`src/rtl/core/tdsac_pkg.sv`:
```
`default_nettype none
package tdsac_pkg;

  localparam int MAX_BATCH  = 32;
  localparam int SAMPLE_MAX = 26400;
  localparam int D_MAX      = 2447;   // largest t16 + 400 for a 12-bit temperature
  localparam int FRAC       = 16;

  localparam int CNT_W = $clog2(MAX_BATCH + 1);
  localparam int SUM_W = $clog2(MAX_BATCH * SAMPLE_MAX + 1);
  localparam int DEN_W = $clog2(10 * MAX_BATCH * D_MAX + 1);
  localparam int NUM_W = SUM_W + FRAC;
  localparam int QC_W  = $clog2(NUM_W + 1);
  localparam int XW    = 20;          // compensated voltage, Q4.16
  localparam int SQ_W  = 2 * XW;
  localparam int P_W   = SQ_W + 14;
  localparam int Q_W   = 40;
  localparam int R_W   = Q_W + XW;
  localparam int SCL_SH = 31;
  localparam int RCP_SH = 32;         // ceil(2^32 / 25) is exact below 2^30

  localparam logic [13:0] K_SQ  = 14'd13342;
  localparam logic [14:0] K_LIN = 15'd25586;
  localparam logic [16:0] K_C   = 17'd85739;
  localparam logic [27:0] K_RCP = 28'd171798692;
  localparam logic [19:0] TDS_MAX = 20'hFFFFF;

  typedef struct packed {
    logic signed [15:0] sample_raw;
    logic               last_sample;
    logic signed [11:0] water_temp_sixteenths;
    logic               water_temp_valid;
  } in_t;

  typedef struct packed {
    logic [19:0] tds_ppm_sixteenths;
    logic        tds_valid;
    logic [14:0] mean_counts;
    logic [5:0]  valid_samples;
    logic        batch_overflow;
  } out_t;

  typedef enum logic [1:0] {
    DIV_MEAN,
    DIV_VC
  } div_sel_t;

  typedef enum logic [3:0] {
    ST_IDLE,
    ST_MEAN,
    ST_MEAN_W,
    ST_VC,
    ST_VC_W,
    ST_MUL1,
    ST_MUL2,
    ST_MUL3,
    ST_MUL4,
    ST_SCL,
    ST_DONE
  } state_t;

  typedef struct packed {
    logic     load;
    logic     cap_den;
    logic     div_start;
    div_sel_t div_sel;
    logic     cap_mean;
    logic     cap_vc;
    logic     mul1;
    logic     mul2;
    logic     mul3;
    logic     mul4;
    logic     cap_t;
    logic     out_load;
  } cmd_t;

  typedef struct packed {
    logic div_done;
    logic out_free;
  } status_t;

endpackage
`default_nettype wire

```
`src/rtl/core/tdsac_ctrl.sv`:
```
`default_nettype none
module tdsac_ctrl
  import tdsac_pkg::*;
(
  input  wire logic    clk,
  input  wire logic    rst_n,
  input  wire logic    in_valid,
  input  wire logic    in_last,
  output logic         in_stall,
  input  wire status_t status,
  output cmd_t         cmd
);

  state_t state_r, state_nxt;
  logic   acc;

  assign in_stall = (state_r != ST_IDLE);
  assign acc      = in_valid && (state_r == ST_IDLE);

  always_comb begin
    state_nxt = state_r;
    case (state_r)
      ST_IDLE:   if (acc && in_last) state_nxt = ST_MEAN;
      ST_MEAN:   state_nxt = ST_MEAN_W;
      ST_MEAN_W: if (status.div_done) state_nxt = ST_VC;
      ST_VC:     state_nxt = ST_VC_W;
      ST_VC_W:   if (status.div_done) state_nxt = ST_MUL1;
      ST_MUL1:   state_nxt = ST_MUL2;
      ST_MUL2:   state_nxt = ST_MUL3;
      ST_MUL3:   state_nxt = ST_MUL4;
      ST_MUL4:   state_nxt = ST_SCL;
      ST_SCL:    state_nxt = ST_DONE;
      ST_DONE:   if (status.out_free) state_nxt = ST_IDLE;
      default:   state_nxt = ST_IDLE;
    endcase
  end

  always_comb begin
    cmd = '0;
    cmd.div_sel = DIV_MEAN;
    case (state_r)
      ST_IDLE:   cmd.load = acc;
      ST_MEAN: begin
        cmd.cap_den   = 1'b1;
        cmd.div_start = 1'b1;
        cmd.div_sel   = DIV_MEAN;
      end
      ST_MEAN_W: cmd.cap_mean = status.div_done;
      ST_VC: begin
        cmd.div_start = 1'b1;
        cmd.div_sel   = DIV_VC;
      end
      ST_VC_W:   cmd.cap_vc = status.div_done;
      ST_MUL1:   cmd.mul1 = 1'b1;
      ST_MUL2:   cmd.mul2 = 1'b1;
      ST_MUL3:   cmd.mul3 = 1'b1;
      ST_MUL4:   cmd.mul4 = 1'b1;
      ST_SCL:    cmd.cap_t = 1'b1;
      ST_DONE:   cmd.out_load = status.out_free;
      default:   cmd = '0;
    endcase
  end

  always_ff @(posedge clk) begin
    if (!rst_n) begin
      state_r <= ST_IDLE;
    end else begin
      state_r <= state_nxt;
    end
  end

endmodule
`default_nettype wire

```
`config.mk`:
```
export PLATFORM = sky130hd
export DESIGN_NAME = tdsac_ctrl
export DESIGN_NICKNAME = d
export VERILOG_FILES = /design/src/rtl/core/tdsac_pkg.sv /design/src/rtl/core/tdsac_ctrl.sv
export SDC_FILE = /design/constraint.sdc
export NUM_CORES = 1
export LEC_CHECK = 0
export BUFFER_PORTS_ARGS = -buffer_cell sky130_fd_sc_hd__buf_2
export CAP_MARGIN = 15
export CORE_AREA = 2 2 39 41
export CTS_BUF_LIST = sky130_fd_sc_hd__clkbuf_8
export CTS_CLUSTER_SIZE = 24
export DETAILED_ROUTE_END_ITERATION = 16
export DIE_AREA = 0 0 41 43
export SETUP_SLACK_MARGIN = 0.15
export SYNTH_ARGS = -nofsm -noshare
export SYNTH_HDL_FRONTEND = slang
export SYNTH_SLANG_ARGS = --single-unit
```
`constraint.sdc`:
```
create_clock -name clk -period 1.6 [get_ports clk]
set_input_delay 0.32 -clock clk [delete_from_list [all_inputs] [get_ports clk]]
set_output_delay 0.32 -clock clk [all_outputs]
set_load 0.01 [all_outputs]
```
==> impl_metrics.json <==
{
  "synth.area.top_cells": "dfxtp_1 25%, nor2_1 8.3%, nand2_1 7.1%",
  "holdCritPathClass": "input pin to register",
  "dp_cells": 76,
  "chipHeight_um": 43,
  "dr.pass1.iters": 4,
  "antenna_left": 0,
  "post-route-min-period_ns": 1.55,
  "synth.area.mux_share_pct": 0,
  "status": "complete, no violations",
  "wl_um": 798,
  "n_fill_cell": 160,
  "reg2reg_slack_ns": 0.23,
  "synth-seq-cells": 4,
  "synth_cells": 46,
  "clkTransAtPathRegs_ns": 0.03,
  "drc": 0,
  "cap_violations": 0,
  "r2r-start": "state_r[1]$_SDFFE_PN0P_",
  "grt.overflow.total": 0,
  "syn_nets": 52,
  "crit_fanout": 5,
  "yosysTopAreaCellShare_pct": 25.2,
  "cp.required_ns": 1.28,
  "endpoint_kind": "primary output",
  "grt_max_degree": 15,
  "fin_nets": 76,
  "first_global_vias": 300,
  "via_per_inst": 4.55,
  "clock_path_buffers": 2,
  "numCtsBuffers": 3,
  "rsz0062_at_grt": "yes",
  "fp.dieArea_sq_mm": 0.00176,
  "top_register": "state_r",
  "drv_slew": 0,
  "whs_path_depth": 2,
  "final_hold_viol_count": 0,
  "synthSimpleGateAreaFrac_pct": 50.0,
  "diodes": 0,
  "synth.most_common_cell": "nor2_1",
  "async_reset_ff_share_pct": 0,
  "synth_common_cells": "7 x nor2_1, 6 x nand2_1, 4 x dfxtp_1, 4 x nor3_1",
  "htreeDepth": 1,
  "synth_edf_count": 0,
  "synth_top_flop_cell": "dfxtp_1",
  "initial_core_util_pct": 23.0,
  "syn2layout_area_growth_pct": 61.0,
  "ys_seq_area_share_pct": 25.2,
  "antenna_found_initial": 0,
  "setup_ws_ns": 0.0485,
  "clock_latency_ns": 0.21,
  "synth_compound_gate_area_share_pct": 12.6,
  "port-buffer-count": 18,
  "wl_per_cell_um": 9.50,
  "setup_violations": 0,
  "skew_ns": 0.00115,
  "syn_area_sq_um": 318,
  "crit_path_start_kind": "register",
  "dpl.hpwl_um": 583,
  "num_vias": 382,
  "fin_cells": 84,
  "synth_cell_types": 22,
  "fmax_ghz": 0.645,
  "drtIter0Drc": 8,
  "r2r-end": "state_r[1]$_SDFFE_PN0P_",
  "yosysTopAreaCell": "dfxtp_1",
  "preCtsSetupSlack_ns": 0.176,
  "clkSinkCount": 4,
  "die_w_um": 41,
  "drive_gt1_share_pct": 51.5,
  "syn_avg_cell_area_sq_um": 6.91,
  "grt_pass1_wl_um": 1210,
  "gp_congestion": 0.693,
  "root_buffer": "clkbuf_8",
  "core_sq_mm": 0.00138,
  "hold_path_end": "state_r[3]$_SDFFE_PN0P_",
  "power.leakage_nw": 0.261,
  "synthXorXnorAreaFrac_pct": 2.76,
  "yosys.area_share.adder_pct": 0,
  "reg2reg_depth": 4,
  "rows": 14,
  "top_regs": "state_r (4)",
  "grt_usage_pct": 10.5,
  "crit_start": "state_r[1]$_SDFFE_PN0P_",
  "p_per_area_mw_per_mm2": 806,
  "yosys_warnings": 0,
  "boundaryPins": 20,
  "cts_tree": "done",
  "cp.arrival_ns": 1.23,
  "worst-setup-path-type": "register to primary output",
  "post-route-period-util_pct": 97.0,
  "synth_top_family_by_area": "simple AND/OR/NAND/NOR gates",
  "hp-start": "rst_n",
  "setup_tns_ns": 0,
  "irDropWorstVdd_mv": 0.382,
  "largest_reg_flops": 4
}
[stage by stage]
stage	hold slack, ns	cell area [sq um]	util [%]	power [mW]
after global placement	0.579	409	29.6	0.192
final	0.358	512	37.0	0.412
after floorplan	0.437	318	-	0.167
after detailed placement	0.581	409	29.6	0.193
after global routing	0.366	512	37.0	0.443
after CTS	0.359	489	35.4	0.416
[power by group]
part / switching (mW) / internal [mW]
clock: 0.0466 / 0.160
sequential: 0.00892 / 0.103
combinational: 0.0445 / 0.0499
total: 0.100 / 0.312
[layout make-up]
class	count	area (sq um)	share of cell area, %
clock buffer	3	41.3	8.07
multi-input combinational	37	216	42.3
sequential	4	95.1	18.6
tap	16	20.0	3.91
timing repair buffer	24	139	27.1
[worst max-delay path, cell delays in order (launching register included)]
cell and delay (ns):
dfxtp_4 0.35, or4_4 0.54, buf_6 0.14
[how the worst max path moves through the flow]
| stage | slack, ns | endpoint |
|---|---|---|
| after floorplan | 0.26 | cmd[2] |
| after global placement | 0.19 | in_stall |
| after detailed placement | 0.18 | in_stall |
| after CTS | 0.03 | in_stall |
| after global routing | 0.02 | in_stall |
| final | 0.05 | in_stall |
[cells by family after synthesis]
family	after synthesis
xor+xnor	1
flops	4
other cells	1
compound gates	6
buf+inv	5
simple gates	29
[cell usage in the layout, fill, tap and decap left out]
| master | netlist | layout |
|---|---|---|
| a21oi_1 | 2 | 2 |
| and2_1 | 1 | 1 |
| and3_1 | 2 | 2 |
| and3b_1 | 1 | 1 |
| buf_2 | 3 | 17 |
| buf_4 | 1 | 5 |
| buf_6 | 0 | 1 |
| clkbuf_2 | 0 | 1 |
| clkbuf_8 | 0 | 3 |
| conb_1 | 1 | 1 |
| dfxtp_4 | 0 | 4 |
| nand2_1 | 6 | 6 |
| nand2b_1 | 2 | 1 |
| nand2b_2 | 0 | 1 |
| nand3b_1 | 1 | 1 |
| nor2_1 | 7 | 6 |
| nor2_2 | 0 | 1 |
| nor3_1 | 4 | 4 |
| nor3b_1 | 3 | 3 |
| nor4b_1 | 1 | 1 |
| o21a_1 | 1 | 1 |
| o21ai_0 | 1 | 1 |
| o21ai_2 | 1 | 1 |
| o22a_1 | 1 | 1 |
| or4_4 | 1 | 1 |
| xor2_1 | 1 | 1 |
[per-layer routing]
metal | routed length [um] | GRT usage [%] | share of wire [%] | up-vias
li1 | - | - | - | 201
met1 | 346 | 10.9 | 43 | 164
met2 | 368 | 15.0 | 46 | 15
met3 | 69 | 5.76 | 8.6 | 2
met4 | 14 | 8.00 | 1.8 | 0
met5 | 0 | 0 | 0 | -
[repair_timing]
item                       CTS  global route
pin swaps                    1             1
gates resized for setup      7             4
setup endpoints to repair   13            10
hold buffers                 0             0
setup buffers                3             2
No activity file was read; power rests on OpenSTA's default activity.
