==> src/rtl/core/tdsac_pkg.sv <==
`default_nettype none
package tdsac_pkg;

  localparam int MAX_BATCH  = 32;
  localparam int SAMPLE_MAX = 26400;
  localparam int D_MAX      = 2447;   // largest t16 + 400 for a 12-bit temperature
  localparam int FRAC       = 16;

  localparam int CNT_W = $clog2(MAX_BATCH + 1);
  localparam int SUM_W = $clog2(MAX_BATCH * SAMPLE_MAX + 1);
  localparam int DEN_W = $clog2(10 * MAX_BATCH * D_MAX + 1);
  localparam int NUM_W = SUM_W + FRAC;
  localparam int QC_W  = $clog2(NUM_W + 1);
  localparam int XW    = 20;          // compensated voltage, Q4.16
  localparam int SQ_W  = 2 * XW;
  localparam int P_W   = SQ_W + 14;
  localparam int Q_W   = 40;
  localparam int R_W   = Q_W + XW;
  localparam int SCL_SH = 31;
  localparam int RCP_SH = 32;         // ceil(2^32 / 25) is exact below 2^30

  localparam logic [13:0] K_SQ  = 14'd13342;
  localparam logic [14:0] K_LIN = 15'd25586;
  localparam logic [16:0] K_C   = 17'd85739;
  localparam logic [27:0] K_RCP = 28'd171798692;
  localparam logic [19:0] TDS_MAX = 20'hFFFFF;

  typedef struct packed {
    logic signed [15:0] sample_raw;
    logic               last_sample;
    logic signed [11:0] water_temp_sixteenths;
    logic               water_temp_valid;
  } in_t;

  typedef struct packed {
    logic [19:0] tds_ppm_sixteenths;
    logic        tds_valid;
    logic [14:0] mean_counts;
    logic [5:0]  valid_samples;
    logic        batch_overflow;
  } out_t;

  typedef enum logic [1:0] {
    DIV_MEAN,
    DIV_VC
  } div_sel_t;

  typedef enum logic [3:0] {
    ST_IDLE,
    ST_MEAN,
    ST_MEAN_W,
    ST_VC,
    ST_VC_W,
    ST_MUL1,
    ST_MUL2,
    ST_MUL3,
    ST_MUL4,
    ST_SCL,
    ST_DONE
  } state_t;

  typedef struct packed {
    logic     load;
    logic     cap_den;
    logic     div_start;
    div_sel_t div_sel;
    logic     cap_mean;
    logic     cap_vc;
    logic     mul1;
    logic     mul2;
    logic     mul3;
    logic     mul4;
    logic     cap_t;
    logic     out_load;
  } cmd_t;

  typedef struct packed {
    logic div_done;
    logic out_free;
  } status_t;

endpackage
`default_nettype wire

==> src/rtl/core/tdsac_div.sv <==
`default_nettype none
module tdsac_div
  import tdsac_pkg::*;
(
  input  wire logic             clk,
  input  wire logic             rst_n,
  input  wire logic             start,
  input  wire logic [NUM_W-1:0] num,
  input  wire logic [DEN_W-1:0] den,
  output logic                  done,
  output logic [NUM_W-1:0]      quo
);

  logic [NUM_W-1:0] q_r, q_nxt;
  logic [DEN_W:0]   rem_r, rem_nxt;
  logic [DEN_W-1:0] den_r, den_nxt;
  logic [QC_W-1:0]  cnt_r, cnt_nxt;
  logic             busy_r, busy_nxt;
  logic             done_r, done_nxt;
  logic [DEN_W+1:0] trial;

  // restoring division, one quotient bit per cycle
  always_comb begin
    q_nxt    = q_r;
    rem_nxt  = rem_r;
    den_nxt  = den_r;
    cnt_nxt  = cnt_r;
    busy_nxt = busy_r;
    done_nxt = 1'b0;
    trial    = {rem_r, q_r[NUM_W-1]} - {2'b00, den_r};
    if (start) begin
      q_nxt    = num;
      rem_nxt  = '0;
      den_nxt  = den;
      cnt_nxt  = '0;
      busy_nxt = 1'b1;
    end else if (busy_r) begin
      if (!trial[DEN_W+1]) begin
        rem_nxt = trial[DEN_W:0];
        q_nxt   = {q_r[NUM_W-2:0], 1'b1};
      end else begin
        rem_nxt = {rem_r[DEN_W-1:0], q_r[NUM_W-1]};
        q_nxt   = {q_r[NUM_W-2:0], 1'b0};
      end
      cnt_nxt = cnt_r + 1'b1;
      if (cnt_r == QC_W'(NUM_W - 1)) begin
        busy_nxt = 1'b0;
        done_nxt = 1'b1;
      end
    end
  end

  always_ff @(posedge clk) begin
    if (!rst_n) begin
      busy_r <= 1'b0;
      done_r <= 1'b0;
      cnt_r  <= '0;
    end else begin
      busy_r <= busy_nxt;
      done_r <= done_nxt;
      cnt_r  <= cnt_nxt;
    end
    q_r   <= q_nxt;
    rem_r <= rem_nxt;
    den_r <= den_nxt;
  end

  assign done = done_r;
  assign quo  = q_r;

endmodule
`default_nettype wire

==> config.mk <==
export PLATFORM = sky130hd
export DESIGN_NAME = tdsac_div
export DESIGN_NICKNAME = d
export VERILOG_FILES = /design/src/rtl/core/tdsac_pkg.sv /design/src/rtl/core/tdsac_div.sv
export SDC_FILE = /design/constraint.sdc
export NUM_CORES = 1
export LEC_CHECK = 0
export ABC_CLOCK_PERIOD_IN_PS = 2300
export BUFFER_PORTS_ARGS = -buffer_cell sky130_fd_sc_hd__buf_2
export CAP_MARGIN = 40
export CORE_ASPECT_RATIO = 1.25
export CORE_MARGIN = 1.5
export CORE_UTILIZATION = 51
export CTS_BUF_LIST = sky130_fd_sc_hd__clkbuf_4
export DETAILED_ROUTE_END_ITERATION = 10
export GPL_ROUTABILITY_DRIVEN = 1
export PLACE_DENSITY = 0.78
export REMOVE_ABC_BUFFERS = 1
export SLEW_MARGIN = 20
export SYNTH_ARGS = -nofsm -noshare
export SYNTH_HDL_FRONTEND = slang
export SYNTH_SLANG_ARGS = --single-unit
==> constraint.sdc <==
create_clock -name clk -period 2.3 [get_ports clk]
set_input_delay 0.345 -clock clk [delete_from_list [all_inputs] [get_ports clk]]
set_output_delay 0.345 -clock clk [all_outputs]
set_load 0.005 [all_outputs]
==> impl_metrics.csv <==
group,metric,value,unit
die,num_rows,38,
die,die_area,0.00965,sq mm
sta,fmax,402,MHz
grt,grt_pass1_vias,4048,
pwr,switching_power,1180,uW
detailed_routing,avgRoutedWirePerCell,16.3,um
synth,ys_seq_elements,85,
worst_setup_path,critPathCaptureType,"register",
pwr,p_total,4130,uW
synth,synth_ff_type,"edfxtp_1",
outcome,violations,"negative setup slack",
synth,synthCells,422,
cells_and_area,final_common_cell,"buf_2",
synth,synth.distinct_cells,57,
flow_run,drv_cap,0,
synth,synth_edf_count,56,
grt,grt_usage,0.244,
cells_and_area,fillCellCount,611,
clock_tree,clk_latency,0.46,ns
grt,use_met3,0.0766,
grt,met2_usage,0.435,
synth,syn_area,0.00462,sq mm
pwr,power_density,645,mW/mm^2
detailed_routing,vias_per_cell,5.53,
sta,tightest_slew,0.635,ns
sta,drv_slew,0,
detailed_routing,drtAntennaViolNets,0,
die,ios,96,
clock_tree,cts.htree.levels,3,
sta,clock_skew,0.0191,ns
die,die_w,88.2,um
cells_and_area,multi_input_area,0.00247,sq mm
cells_and_area,mostFrequentLayoutCells,"95 x buf_2, 84 x buf_4, 56 x edfxtp_1",
sta,hold_viol,0,
pwr,p_leak,0.00278,uW
clock_tree,numCtsBuffers,9,
placed_design,hpwl,8150,um
clock_tree,root_buffer,"clkbuf_4",
synth,synth.yosys.warnings,0,
cells_and_area,antennaDiodeCount,0,
grt,grt_remaining_overflow,0,
sta,setup_viol,19,
synth,syn_area_per_cell,11.0,sq um
die,start_util,0.529,
cells_and_area,final_util,0.732,
pwr,pwr-share-clk,0.274,
clock_tree,cts_tree,"done",
die,die_h,109,um
detailed_routing,drc,0,
worst_setup_path,start_kind,"register",
placed_design,io_buffers,95,
sta,fin_crit_sh,1.08,
cells_and_area,nets,687,
cells_and_area,final_layout_size_suffix_gt1_frac,0.480,
sta,holdWs,0.0491,ns
worst_setup_path,cp.required,2.70,ns
worst_setup_path,arrival,2.89,ns
outcome,status,"finished with violations",
clock_tree,clock_path_buffers,2,
min_path,min_path_type,"in2reg",
worst_setup_path,path_max_fanout,9,
pwr,seqPwrFrac,0.447,
clock_tree,ctsHoldBuffers,0,
clock_tree,cts_sinks,85,
worst_setup_path,worstSetupPathType,"reg2reg",
cells_and_area,area_growth,38.6,%
placed_design,dp_slack,-0.285,ns
synth,ys_async_sr_fraction,0,
detailed_routing,drt_iter0_drc,325,
die,core,0.00875,sq mm
grt,top_usage_layer,"met2",
sta,slew_headroom,0.575,
detailed_routing,vias,4046,
synth,ys_seq_area_frac,0.489,
grt,grt_max_degree,37,
grt,grt_pass1_wl,18300,um
pwr,internal_power,2950,uW
grt,globalRouteMet1Util,0.277,
sta,period_needed,2.49,ns
detailed_routing,routed_wl,11900,um
sta,worst_slack,-0.189,ns
clock_tree,clk_pin_slew,0.15,ns
pwr,ir_drop,0.494,mV
sta,rsz0062_at_grt,"yes",
grt,antenna_found_initial,0,
placed_design,gp_congestion,0.908,
pwr,pwr-share-comb,0.279,
pwr,swShare,0.287,
detailed_routing,first_pass_iters,4,
cells_and_area,seq_area,0.00226,sq mm
==> layout make-up <==
class                           instances  share of cell area
Clock inverter                          7              0.0197
Multi-Input combinational cell        295               0.385
Sequential cell                        85               0.353
Tap cell                              120              0.0234
Inverter                               25              0.0146
Clock buffer                            9              0.0105
Timing Repair Buffer                  190               0.193
==> repair_timing <==
item / in CTS / in global routing
buffers inserted: 13 / 9
gates cloned: 0 / 0
gates resized for setup: 43 / 24
pin swaps: 23 / 8
setup endpoints to repair: 22 / 22
==> cell families (layout without fill, tap and decap cells) <==
group | after synthesis | count (layout) | share of synthesized area
adder cells (fa/ha/maj) | 22 | 22 | 0.0611
XOR/XNOR | 16 | 16 | 0.0303
AO/OA/AOI/OAI | 92 | 92 | 0.139
flip-flops | 85 | 85 | 0.489
AND/OR/NAND/NOR | 115 | 115 | 0.123
buffers and inverters | 42 | 231 | 0.0400
multiplexers | 50 | 50 | 0.118
==> critical path, cell delays in order (launching register included) <==
cell and delay (ns):
edfxtp_1 0.41, inv_2 0.08, ha_4 0.22, a21oi_4 0.15, o21ai_2 0.10, a311o_1 0.42, nor2_4 0.14, o221ai_2 0.14
buf_6 0.16, or4b_1 0.52, nand3_1 0.09
==> final timing paths <==
check / startpoint / endpoint / slack, ns / cells past startpoint
max: den_r[8]$_DFFE_PP_ / rem_r[19]$_SDFFE_PP0P_ / -0.19 / 10
min: den[18] / den_r[18]$_DFFE_PP_ / 0.05 / 1
max reg2reg: den_r[8]$_DFFE_PP_ / rem_r[19]$_SDFFE_PP0P_ / -0.19 / 10
min reg2reg: cnt_r[5]$_SDFFE_PP0P_ / done$_SDFF_PP0_ / 0.49 / 2
==> sequential cells by signal, indices dropped and copies added, names as in the netlist <==
register	cells
rem_r	21
cnt_r	6
done	1
den_r	20
quo	36
busy_r	1
==> Yosys cell counts (2+ instances only) <==
cell / count / share of area
o31ai_1: 3 / 0.0049
nor3_1: 6 / 0.0065
o21a_1: 7 / 0.011
a211o_1: 2 / 0.0038
or4b_1: 2 / 0.0043
a22o_1: 2 / 0.0038
xnor2_1: 9 / 0.017
o21ai_0: 17 / 0.018
a311oi_1: 2 / 0.0038
nand4b_1: 2 / 0.0038
a21oi_2: 2 / 0.0038
nand3_1: 9 / 0.0097
nand3b_1: 2 / 0.0032
o221ai_2: 2 / 0.0065
buf_6: 3 / 0.0073
dfxtp_1: 29 / 0.13
mux2_2: 35 / 0.085
a22oi_1: 2 / 0.0032
a211oi_1: 14 / 0.023
a21o_1: 5 / 0.0081
inv_1: 25 / 0.020
nor2b_1: 3 / 0.0041
xor2_1: 7 / 0.013
edfxtp_1: 56 / 0.36
o211ai_1: 7 / 0.011
mux2i_1: 14 / 0.030
clkbuf_1: 12 / 0.0097
and3_1: 2 / 0.0027
o21ai_1: 2 / 0.0022
nand2_1: 22 / 0.018
nor2_1: 42 / 0.034
or3_1: 2 / 0.0027
nand4_1: 6 / 0.0081
ha_1: 21 / 0.057
a21oi_1: 16 / 0.017
nand2b_1: 9 / 0.012
==> layer usage <==
layer / routed length, um / vias up
met1: 4670 / 1918
met5: 0 / -
met4: 331 / 0
li1: - / 1934
met2: 6000 / 159
met3: 905 / 35
==> power by group through the flow <==
stage               logic (uW)  clock network, uW  registers (uW)
finish                    1150               1130            1840
detailed placement         946                  0            1870
CTS                       1060               1140            1840
floorplan                  489                  0            1880
global route              1240               1190            1860
global placement           922                  0            1860
==> per-stage QoR <==
step	TNS [ns]	instances	instance area, sq um
floorplan	-19.06	405	4530
detailed placement	-3.53	694	5730
CTS	-1.07	723	6220
finish	-1.85	731	6410
global route	-4.15	731	6410
global placement	-2.00	694	5730
(Power assumes the default switching activity.)
